### config.mk
export PLATFORM = sky130hd
export DESIGN_NAME = gcda_rot_cell
export DESIGN_NICKNAME = d
export VERILOG_FILES = /design/src/rtl/core/gcda_pkg.sv /design/src/rtl/core/gcda_rot_cell.sv
export SDC_FILE = /design/constraint.sdc
export NUM_CORES = 1
export LEC_CHECK = 0
export BUFFER_PORTS_ARGS = -buffer_cell sky130_fd_sc_hd__buf_4
export CAP_MARGIN = 10
export CORE_UTILIZATION = 40
export CTS_BUF_LIST = sky130_fd_sc_hd__clkbuf_8
export CTS_CLUSTER_SIZE = 20
export DETAILED_ROUTE_END_ITERATION = 8
export HOLD_SLACK_MARGIN = 0.1
export PLACE_DENSITY_LB_ADDON = 0.12
export RECOVER_POWER = 100
export SYNTH_ARGS = -nofsm -noshare
export SYNTH_HDL_FRONTEND = slang
export SYNTH_SLANG_ARGS = --single-unit
### constraint.sdc
create_clock -name clock -period 11.8 [get_ports clock]
set_input_delay 2.36 -clock clock [delete_from_list [all_inputs] [get_ports clock]]
set_output_delay 2.36 -clock clock [all_outputs]
set_load 0.01 [all_outputs]
### src/rtl/core/gcda_pkg.sv
// ----------------------------------------------------------------------------
// gcda_pkg: shared types and constants for the great-circle distance block
// Holds the CORDIC datapath types, the fixed-point formats and the arctangent
// table and gain constants, which are all built at elaboration.
// ----------------------------------------------------------------------------
`default_nettype none

package gcda_pkg;

   // Number of CORDIC cells in each rotation or vectoring row.
   localparam int STEPS = 48;
   // Vector components are Q56, internal angles are degrees in Q40.
   localparam int VQ = 56;
   localparam int AQ = 40;

   typedef logic signed [63:0] s64_type;
   typedef s64_type turn_tab_type [STEPS];

   // One CORDIC vector with its angle accumulator.
   typedef struct packed {
      logic signed [63:0] x;
      logic signed [63:0] y;
      logic signed [63:0] z;
   } cordic_type;

   localparam s64_type ONE_V = 64'sd1 <<< VQ;
   localparam s64_type HALF_Q = 64'sd180 <<< AQ;
   localparam s64_type R_SEED = (ONE_V / 10) * 3;
   localparam s64_type G_SEED = (ONE_V / 5) * 3;

   // Restoring division, used only while the constants are elaborated.
   function automatic logic [63:0] udiv(logic [63:0] n, logic [63:0] d);
      logic [64:0] r;
      logic [63:0] q;
      r = '0;
      q = '0;
      for (int i = 63; i >= 0; i--) begin
         r = {r[63:0], n[i]};
         if (r >= {1'b0, d}) begin
            r = r - {1'b0, d};
            q[i] = 1'b1;
         end
      end
      return q;
   endfunction

   // Product scaled down by 2^sh, rounded half away from zero.
   function automatic s64_type mulsh(s64_type a, s64_type b, int sh);
      logic neg;
      logic [63:0] ua;
      logic [63:0] ub;
      logic [127:0] prod;
      logic [127:0] r;
      neg = (a < 0) != (b < 0);
      ua = (a < 0) ? 64'(-a) : 64'(a);
      ub = (b < 0) ? 64'(-b) : 64'(b);
      prod = 128'(ua) * 128'(ub);
      prod = prod + (128'd1 << (sh - 1));
      r = prod >> sh;
      return neg ? -s64_type'(r[63:0]) : s64_type'(r[63:0]);
   endfunction

   function automatic s64_type mulq(s64_type a, s64_type b);
      return mulsh(a, b, VQ);
   endfunction

   // Newton iteration for 1/x from a seed.
   function automatic s64_type recip(s64_type x, s64_type y0);
      s64_type y;
      y = y0;
      for (int k = 0; k < 8; k++) begin
         y = mulq(y, 2 * ONE_V - mulq(x, y));
      end
      return y;
   endfunction

   // atan(2^-i) in Q60 radians by its power series.
   function automatic s64_type atan_pow2(int i);
      logic [63:0] p;
      logic [63:0] t;
      logic [63:0] k;
      s64_type sum;
      p = 64'd1 << (60 - i);
      t = '0;
      k = '0;
      sum = '0;
      for (int n = 0; n < 64; n++) begin
         if (p == 0) break;
         t = udiv(p, 2 * k + 1);
         sum = k[0] ? sum - s64_type'(t) : sum + s64_type'(t);
         if (2 * i >= 64) break;
         p = p >> (2 * i);
         k = k + 1;
      end
      return sum;
   endfunction

   // atan(1/3) in Q60 radians.
   function automatic s64_type atan_third();
      logic [63:0] p;
      logic [63:0] t;
      logic [63:0] k;
      s64_type sum;
      p = udiv(64'd1 << 60, 64'd3);
      t = '0;
      k = '0;
      sum = '0;
      for (int n = 0; n < 64; n++) begin
         if (p == 0) break;
         t = udiv(p, 2 * k + 1);
         sum = k[0] ? sum - s64_type'(t) : sum + s64_type'(t);
         p = udiv(p, 64'd9);
         k = k + 1;
      end
      return sum;
   endfunction

   // Step angles in Q40 degrees.
   function automatic turn_tab_type build_turn();
      turn_tab_type t;
      s64_type a0;
      s64_type pi56;
      s64_type r56;
      s64_type ar;
      a0 = atan_third() + atan_pow2(1);
      pi56 = (4 * a0 + 8) >>> 4;
      r56 = 180 * recip(pi56, R_SEED);
      for (int i = 0; i < STEPS; i++) begin
         ar = (i == 0) ? a0 : atan_pow2(i);
         t[i] = mulsh(ar, r56, 60 + VQ - AQ);
      end
      return t;
   endfunction

   // Gain of a full rotation row, found by running one at zero angle.
   function automatic s64_type calc_gain(turn_tab_type t);
      s64_type x;
      s64_type y;
      s64_type z;
      s64_type xs;
      s64_type ys;
      x = ONE_V;
      y = '0;
      z = '0;
      for (int i = 0; i < STEPS; i++) begin
         xs = x >>> i;
         ys = y >>> i;
         if (z >= 0) begin
            x = x - ys;
            y = y + xs;
            z = z - t[i];
         end else begin
            x = x + ys;
            y = y - xs;
            z = z + t[i];
         end
      end
      return x;
   endfunction

   localparam turn_tab_type TURN_DEG = build_turn();
   localparam s64_type GAIN_K = calc_gain(TURN_DEG);
   localparam s64_type INV_GAIN = recip(GAIN_K, G_SEED);

endpackage

`default_nettype wire

### src/rtl/core/gcda_rot_cell.sv
// ----------------------------------------------------------------------------
// gcda_rot_cell: one CORDIC rotation cell
// Turns the vector by the fixed step angle toward the remaining angle.
// ----------------------------------------------------------------------------
`default_nettype none

module gcda_rot_cell
   import gcda_pkg::*;
#(
   parameter int STEP = 0
) (
   input  wire logic       clock,
   input  wire logic       en,
   input  wire cordic_type up,
   output cordic_type      dn
);

   s64_type    xs;
   s64_type    ys;
   cordic_type cell_in;
   cordic_type cell_ff;

   // Direction follows the sign of the remaining angle.
   always_comb begin
      xs = up.x >>> STEP;
      ys = up.y >>> STEP;
      if (!up.z[63]) begin
         cell_in.x = up.x - ys;
         cell_in.y = up.y + xs;
         cell_in.z = up.z - TURN_DEG[STEP];
      end else begin
         cell_in.x = up.x + ys;
         cell_in.y = up.y - xs;
         cell_in.z = up.z + TURN_DEG[STEP];
      end
   end

   always_ff @(posedge clock) begin
      if (en) begin
         cell_ff <= cell_in;
      end
   end

   assign dn = cell_ff;

endmodule

`default_nettype wire

# == Yosys cells after proc, flatten, opt, wreduce, memory -nomap -nowiden ==
# Index checks and enable logic that the tools add are counted.
# Widths: inputs -> output; s select.
# word_totals
register_bits,192
output_inout_bits,192
# classes
muxes,1
n_addsub,5
# op_table
op,n
$mux 192,1
$sub 64x64->64,2
$add 64x47->64 const B,1
$add 64x64->64,1
$sub 64x47->64 const B,1

# == Depth between registers and ports, before layout ==
# Gate-level depths: netlist of the first run.
# depth
word_depth,2
ltp_mapped,15

# == Least setup slack after synthesis of the first run ==
# Ideal clock, no wire load.
# synth_path
path_type,input to register
start,input up[63] in the netlist's numbering
end,"register cell_ff, in the netlist dn[61] (data pin)"
slack_ns,5.763
setup_ns,0.258
required_time_ns,11.542
arrival_time_ns,5.779
n_path_buf,3
stages,15
path_cell_list,clkbuf_1 inv_1 clkbuf_1 buf_1 ha_1 a21o_1 a21oi_1 nor2b_1 o41ai_1 a21oi_1 a211oi_1 o31a_1 o21bai_1 a21oi_1 xnor2_1
# synth_lines
element,line,text
"start, declared",gcda_rot_cell.sv:14,"input wire cordic_type up,"
"end signal, assigned",gcda_rot_cell.sv:40,cell_ff <= cell_in;
"end, declared",gcda_rot_cell.sv:21,cordic_type cell_ff;

# == Worst setup path in the final report of the first run ==
# layout_path
start,input en
end,"register cell_ff, in the netlist dn[118], enable pin"
# layout_lines
element,line,text
"start, declared",gcda_rot_cell.sv:13,"input wire logic en,"
# No word-level cell between the ends.

==> metrics.txt, run 1 <==
status finished, violations left; failing checks capacitance limit, slew limit; Worst slew margin -1.77; CP startpoint en; most frequent CP cell clkbuf_1; Peak VDD IR 0.0000596 V; row cnt 80; Placer Congestion 0.986; H-tree Lvls 4; crit path max-delay cell type clkbuf_1; WS Path Type in -> reg; layout filler cell count 4969; HP Class in -> reg; DRT Wirelength 78900 um; chip height 222 um; final setup vio count 0; Final Hold Vio Count 0; Area growth syn-to-layout 14.4%; vias per cell 5.99; Resized cells post-CTS 0; IO Pins 386; Synth Warn # 0; total number of vias 19300; CP required 11.89 ns; hold buffers post-CTS 0; drt first-iter violations 1877; vias in the first global route 18700; Sequential Power Share 0.378; Logic pwr share 0.422; FF+latch area 5740 um2; commonest non-fill, non-tap cells in the layout a21oi_1, ha_1, clkbuf_1, inv_1, edfxtp_1; Tcrit/Tclk final 0.695; max incr delay on CP 3.08 ns; critical path cell sequence clkbuf_1 -> clkbuf_1; CP max FO 73; Worst Max-Slew Pin Slew 4.16 ns; clock buffer depth 2; grt total ovfl 0; first-pass GRT wire length 118000 um; largest area contributor in the netlist edfxtp_1; share of cells above drive strength 1 0.0931; Port Buffers 385; switching power 1.02 mW; total CTS buffers 17; share of the yosys chip area belonging to registers 0.298; Post-DRT Antenna Nets 0; Initial Utilization 0.405; Worst path depth 2; nets 3009; ys async rst share 0; PD cells 111 nW/um2; die width 222 um; DR WL/cell 24.5 um; ant diodes 0; maxcap violations 6; unrepaired setup endpoints after global routing no; Clock Power Share 0.200; main flop type after synthesis edfxtp_1; DRC Markers 0; DP Worst Slack 5.38 ns; hpwl dp 63700 um; P_leak 9.03 nW; die area 49100 um2; setup repair bufs after CTS 0; cell family with most CP delay buffers and inverters; Syn Inst Count 2292; root buf cell clkbuf_8; CTS tree done; core area 47600 um2; clock sinks 191; CP Buf/Inv Count 2; end of the critical path dn[118]; number of synthesized flops with an enable pin 191; min Tclk post-route 8.21 ns; clk slew on worst S/H paths 0.12 ns; Setup crit start kind primary input; worst setup margin 3.59 ns; Power Internal 1.43 mW; max reg flops 191; initial antenna violation count 0; number of distinct library cells after synthesis 93; critical path endpoint category register; setup TNS 0 ns; Sw Ratio 0.415; Worst EP arrival 8.30 ns; DRT Pass-1 Iters 6; post-synth net total 2702; max frequency 0.122 GHz; area of the multi-input gates 12200 um2; GRT Overall Usage 0.315; Mean Syn Cell Area 8.41 um2; #FFs+latches synth 191; synth top area cells edfxtp_1, ha_1, a21oi_1, xnor2_1, o21ai_0; most common cell after layout, fill and taps aside a21oi_1; top cell type's share of synthesized area 0.298; max-slew violation count 361; Post-Syn Area 19300 um2; largest net degree at the start of global routing 99
-- synthesized netlist by cell type, drive strengths merged, types with 8 or more instances --
cell	number
a211oi	31
a21boi	9
a21o	51
a21oi	290
a221oi	15
a31oi	16
and2	10
and3	13
buf	37
clkbuf	68
clkinv	12
edfxtp	191
ha	212
inv	195
mux2i	28
nand2	139
nand2b	15
nand3	47
nand4	36
nor2	190
nor2b	28
nor3	51
nor4	34
o2111ai	9
o211ai	21
o21a	20
o21ai	162
o21bai	61
o31ai	27
or2	12
or3	8
or4	8
xnor2	120
xor2	19
-- per-stage QoR --
step	power [mW]	cell area [um2]	util	instances	hold WS, ns
6_report	2.45	22000	0.463	3226	1.96
5_1_grt	2.57	22000	0.463	3226	1.93
4_1_cts	2.54	23000	0.482	3226	1.90
3_5_place_dp	2.04	22600	0.474	3195	2.54
3_3_place_gp	2.05	22600	0.474	3195	2.54
2_1_floorplan	1.55	19300	-	2292	2.46
-- cell type report --
| cell class | instances | share of cell area |
|---|---|---|
| multi-input cells | 1789 | 0.553 |
| clock buffers | 17 | 0.0106 |
| repair buffers | 393 | 0.0983 |
| clock inverters | 14 | 0.00806 |
| flip-flops and latches | 191 | 0.260 |
| well taps | 615 | 0.0349 |
| inverters | 207 | 0.0352 |
-- metal layers --
layer  vias up  track usage  wire, um
met5         -            0         0
met4         0        0.125      2880
met3       141       0.0549      5370
met2       913        0.510     36000
met1      9306        0.417     34700
li1       8972            -         -
-- power by group through the flow --
| stage | registers [mW] | clock network (mW) | logic [mW] |
|---|---|---|---|
| CTS | 0.927 | 0.508 | 1.11 |
| global placement | 0.940 | 0 | 1.10 |
| detailed placement | 0.942 | 0 | 1.10 |
| finish | 0.925 | 0.490 | 1.04 |
| global route | 0.935 | 0.523 | 1.11 |
| floorplan | 0.983 | 0 | 0.569 |
-- worst min path at each step --
stage | from | endpoint | slack, ns | cells after the start
3_5_place_dp | up[30] | dn[30] | 2.54 | 1
5_1_grt | up[37] | dn[37] | 1.93 | 1
4_1_cts | up[28] | dn[28] | 1.90 | 1
2_1_floorplan | up[0] | dn[0] | 2.46 | 0
6_report | up[28] | dn[28] | 1.96 | 1
3_3_place_gp | up[24] | dn[24] | 2.54 | 1
-- cells by family (layout without fill, tap and decap cells) --
logic type                 count (synthesis)  count (layout)  share of synthesized area
and+or+nand+nor                          610             610                      0.154
muxes                                     30              30                     0.0157
xor gates and xnor gates                 139             139                     0.0632
adders and majority gates                216             216                      0.142
AOI/OAI and AO/OA                        794             794                      0.265
DFF                                      191             191                      0.298
buffers and inverters                    312             631                     0.0630
Power figures use the tool's default switching activity.
==> inputs of run 2 (changes only) <==
clock period = 7.66 ns   (was 11.8 ns; I/O delays follow)
==> metrics.txt, run 2 (synthesis gave the netlist of run 1 again) <==
status finished, violations left; failing checks capacitance limit, slew limit; clock sinks 191 (unchanged); share of cells above drive strength 1 0.0942 (+0.00115); HP Class in -> reg; PD cells 173 nW/um2 (+55%); drt first-iter violations 1992 (+6.1%); Worst slew margin -0.767 (+1.01); core area 47600 um2 (unchanged); total number of vias 19400 (+0.34%); DR WL/cell 24.5 um (about the same); hold buffers post-CTS 0 (unchanged); Setup crit start kind primary input; hpwl dp 63500 um (-0.35%); max frequency 0.159 GHz; Final Hold Vio Count 0 (unchanged); GRT Overall Usage 0.314 (-0.000526); clk slew on worst S/H paths 0.13 ns (about the same); end of the critical path dn[177]; Area growth syn-to-layout 14.5%; Initial Utilization 0.405 (unchanged); first-pass GRT wire length 117000 um (-0.32%); post-layout util 0.463 (+0.000656); initial antenna violation count 1 (+1); IO Pins 386 (unchanged); Post-DRT Antenna Nets 0 (unchanged); Resized cells post-CTS 0 (unchanged); WS Path Type in -> reg; total CTS buffers 17 (unchanged); CP max FO 18 (-75%); min Tclk post-route 6.29 ns; DRT Pass-1 Iters 6 (unchanged); critical path endpoint category register; setup TNS 0 ns (unchanged); H-tree Lvls 4 (unchanged); Placer Congestion 0.994 (+0.85%); unrepaired setup endpoints after global routing no; max reg flops 191 (unchanged); Peak VDD IR 0.0000999 V (+68%); Tcrit/Tclk final 0.821; die width 222 um (unchanged); Port Buffers 385 (unchanged); CP required 7.95 ns (-3.94 ns); Worst Max-Slew Pin Slew 2.65 ns (-1.51 ns); chip height 222 um (unchanged); vias in the first global route 18700 (-0.080%); most common cell after layout, fill and taps aside a21oi_1; vias per cell 6.01 (+0.34%); grt total ovfl 0 (unchanged); row cnt 80 (unchanged); ant diodes 0 (unchanged); CTS tree done; max-slew violation count 275 (-24%); DRC Markers 0 (unchanged); layout filler cell count 4979 (+0.20%); largest net degree at the start of global routing 111 (+12%); setup repair bufs after CTS 0 (unchanged); P_leak 9.07 nW (+0.47%); maxcap violations 5 (-1); final setup vio count 0 (unchanged); clock buffer depth 2 (unchanged); nets 3008 (-0.033%); commonest non-fill, non-tap cells in the layout a21oi_1, ha_1, clkbuf_1, inv_1, edfxtp_1; die area 49100 um2 (unchanged); Worst EP arrival 6.58 ns (-1.72 ns); DRT Wirelength 79000 um (about the same); root buf cell clkbuf_8; CP startpoint up[75]
==> run 2: changes by cell type in the layout (fill, tap and decap cells not counted), sizes merged <==
cell | before | now
bufinv | 2 | 1
buf | 146 | 148
clkinvlp | 2 | 0
clkbuf | 264 | 261
inv | 200 | 204
==> run 2: worst min path at each step <==
stage / to / slack [ns] / cells after the start / from
after floorplan: dn[0] / 1.63 / 0 / up[0]
after global placement: dn[32] / 1.71 / 1 / up[32]
after detailed placement: dn[33] / 1.71 / 1 / up[33]
after CTS: dn[31] / 1.05 / 1 / up[31]
after global routing: dn[17] / 1.08 / 1 / up[17]
final: dn[31] / 1.12 / 1 / up[31]
==> run 2: worst max-delay path, cell delays in order <==
cell and delay, ns:
clkbuf_1 0.14, inv_1 0.06, ha_1 0.53, or3_1 0.53, nand4b_1 0.24, a2111oi_0 0.52
nor3_1 0.30, a221oi_1 1.13, o21ai_2 0.25, a211oi_1 0.54, o31ai_1 0.19, a311oi_1 0.61
==> run 2: final cells by class <==
| cell class | instances | area (um2) | area share |
|---|---|---|---|
| tap | 615 | 769 | 0.0349 |
| sequential | 191 | 5740 | 0.260 |
| inverter | 207 | 777 | 0.0352 |
| clock inverter | 15 | 221 | 0.0100 |
| multi-input combinational | 1789 | 12200 | 0.551 |
| clock buffer | 17 | 234 | 0.0106 |
| timing repair buffer | 392 | 2170 | 0.0984 |
==> run 2: routing by layer <==
metal | vias up | wire [um] | part of all wire | global-route usage
met2 | 995 | 36300 | 0.46 | 0.511
met5 | - | 0 | 0 | 0
li1 | 8955 | - | - | -
met1 | 9315 | 34200 | 0.43 | 0.418
met3 | 133 | 5790 | 0.073 | 0.0514
met4 | 0 | 2670 | 0.034 | 0.121
==> run 2: metrics by stage <==
step           area, um2  instances  power [mW]  hold slack, ns  worst slack (ns)
6_report           22100       3226        3.81            1.12              1.37
5_1_grt            22100       3226        3.99            1.08              1.13
2_1_floorplan      19300       2292        2.39            1.63              2.45
3_5_place_dp       22600       3194        3.14            1.71              1.86
4_1_cts            23000       3226        3.95            1.05              2.50
3_3_place_gp       22600       3194        3.15            1.71              1.84
==> run 2: power breakdown <==
group          leakage (nW)  switching, mW  internal, mW
logic                  6.98           1.06         0.537
clock network         0.227          0.506         0.292
registers              1.87         0.0536          1.36
==> inputs of run 3 (changes only) <==
clock period = 5.55 ns   (was 7.66 ns; I/O delays follow)
==> metrics.txt, run 3 (synthesis gave the netlist of run 1 again) <==
IO Pins 386 (unchanged); critical path endpoint category register; maxcap violations 2 (-3); Placer Congestion 0.991 (-0.31%); chip height 222 um (unchanged); DR WL/cell 24.0 um (-1.9%); HP Class in -> reg; WHS 0.711 ns (-0.410 ns); most common cell after layout, fill and taps aside a21oi_1; worst setup margin 0.551 ns (-0.817 ns); Clock Power Share 0.195 (-0.014); PD cells 232 nW/um2 (+34%); ant diodes 0 (unchanged); Logic pwr share 0.429 (+0.011); Worst slew margin -1.81 (-1.04); die width 222 um (unchanged); Post-DRT Antenna Nets 0 (unchanged); DRT Wirelength 78400 um (-0.76%); total CTS buffers 17 (unchanged); max-slew violation count 153 (-44%); setup TNS 0 ns (unchanged); nets 3046 (+1.3%); DRT Pass-1 Iters 5 (-1); CTS tree done; clock buffer depth 2 (unchanged); grt total ovfl 0 (unchanged); Worst Hold Endpoint dn[28]; hold buffers post-CTS 0 (unchanged); initial antenna violation count 1 (unchanged); switching power 2.16 mW (+34%); core area 47600 um2 (unchanged); Area growth syn-to-layout 16.2%; DP Worst Slack 0.445 ns (-1.42 ns); Sw Ratio 0.417 (-0.00789); unrepaired setup endpoints after global routing no; largest net degree at the start of global routing 86 (-23%); Tcrit/Tclk final 0.901; total number of vias 19500 (+0.43%); total chip power 5.20 mW (+36%); root buf cell clkbuf_8; GRT Overall Usage 0.312 (-0.00218); max frequency 0.200 GHz; die area 49100 um2 (unchanged); Sequential Power Share 0.377 (+0.005); setup repair bufs after CTS 0 (unchanged); WHS Path Cells 1 (unchanged); vias in the first global route 18700 (-0.0053%); Resized cells post-CTS 0 (unchanged); Final Hold Vio Count 0 (unchanged); hpwl dp 63200 um (-0.49%); first-pass GRT wire length 116000 um (-0.83%); Initial Utilization 0.405 (unchanged); failing checks capacitance limit, slew limit; final setup vio count 0 (unchanged); Power Internal 3.03 mW (+38%); min Tclk post-route 5.00 ns; P_leak 9.25 nW (+1.9%); DRC Markers 0 (unchanged); max reg flops 191 (unchanged); drt first-iter violations 1793 (-10%); vias per cell 5.97 (-0.74%); Setup crit start kind primary input; CP max FO 18 (unchanged); Worst EP arrival 5.32 ns (-1.26 ns); row cnt 80 (unchanged); share of cells above drive strength 1 0.110 (+0.0156); status finished, violations left; Peak VDD IR 0.000124 V (+24%); Worst Max-Slew Pin Slew 4.22 ns (+1.57 ns); H-tree Lvls 4 (unchanged); Port Buffers 385 (unchanged); commonest non-fill, non-tap cells in the layout a21oi_1, ha_1, clkbuf_1, inv_1, edfxtp_1; WS Path Type in -> reg; CP required 5.88 ns (-2.07 ns); clock sinks 191 (unchanged); clk slew on worst S/H paths 0.12 ns (about the same); Hold Crit Start up[28]
run 3: per-stage QoR:
step	cell area [um2]	instances	util
3_5_place_dp	22900	3232	0.480
3_3_place_gp	22900	3232	0.480
6_report	22400	3264	0.470
2_1_floorplan	19300	2292	-
4_1_cts	23300	3264	0.488
5_1_grt	22400	3264	0.470
run 3: critical path, cell delays in order:
cell       delay [ns]
clkbuf_1         0.13
inv_1            0.06
ha_1             0.54
or3_1            0.49
nand4b_1         0.27
a2111oi_4        0.40
nor3_2           0.06
clkbuf_1         0.18
a221oi_1         0.84
and3_4           0.38
o2111ai_4        0.20
o21ai_1          0.37
a32oi_1          0.11
xnor2_1          0.17
run 3: layer usage:
| metal | wire, um | vias to the layer above | global-route usage |
|---|---|---|---|
| met5 | 0 | - | 0 |
| met4 | 2840 | 0 | 0.123 |
| met3 | 5810 | 137 | 0.0559 |
| met2 | 35500 | 946 | 0.501 |
| met1 | 34300 | 9377 | 0.416 |
| li1 | - | 9022 | - |
run 3: power by group through the flow:
stage	clock, mW	sequential, mW	combinational [mW]
final	1.01	1.96	2.23
after global routing	1.10	1.98	2.39
after CTS	1.05	1.96	2.38
after detailed placement	0	1.99	2.37
after global placement	0	1.99	2.37
after floorplan	0	2.09	1.21
run 3: area by class of cell:
type / instances / area (um2)
Clock inverter: 15 / 173
Fill cell: 4989 / 25200
Sequential cell: 191 / 5740
Tap cell: 615 / 769
Timing Repair Buffer: 430 / 2480
Clock buffer: 17 / 234
Inverter: 207 / 777
Multi-Input combinational cell: 1789 / 12200
run 3: worst max path at each step:
stage | startpoint | to | depth (start not counted)
final | up[75] | dn[127] | 14
after global routing | up[75] | dn[127] | 14
after CTS | up[87] | dn[181] | 14
after detailed placement | up[87] | dn[181] | 14
after global placement | up[64] | dn[164] | 13
after floorplan | up[63] | dn[61] | 15
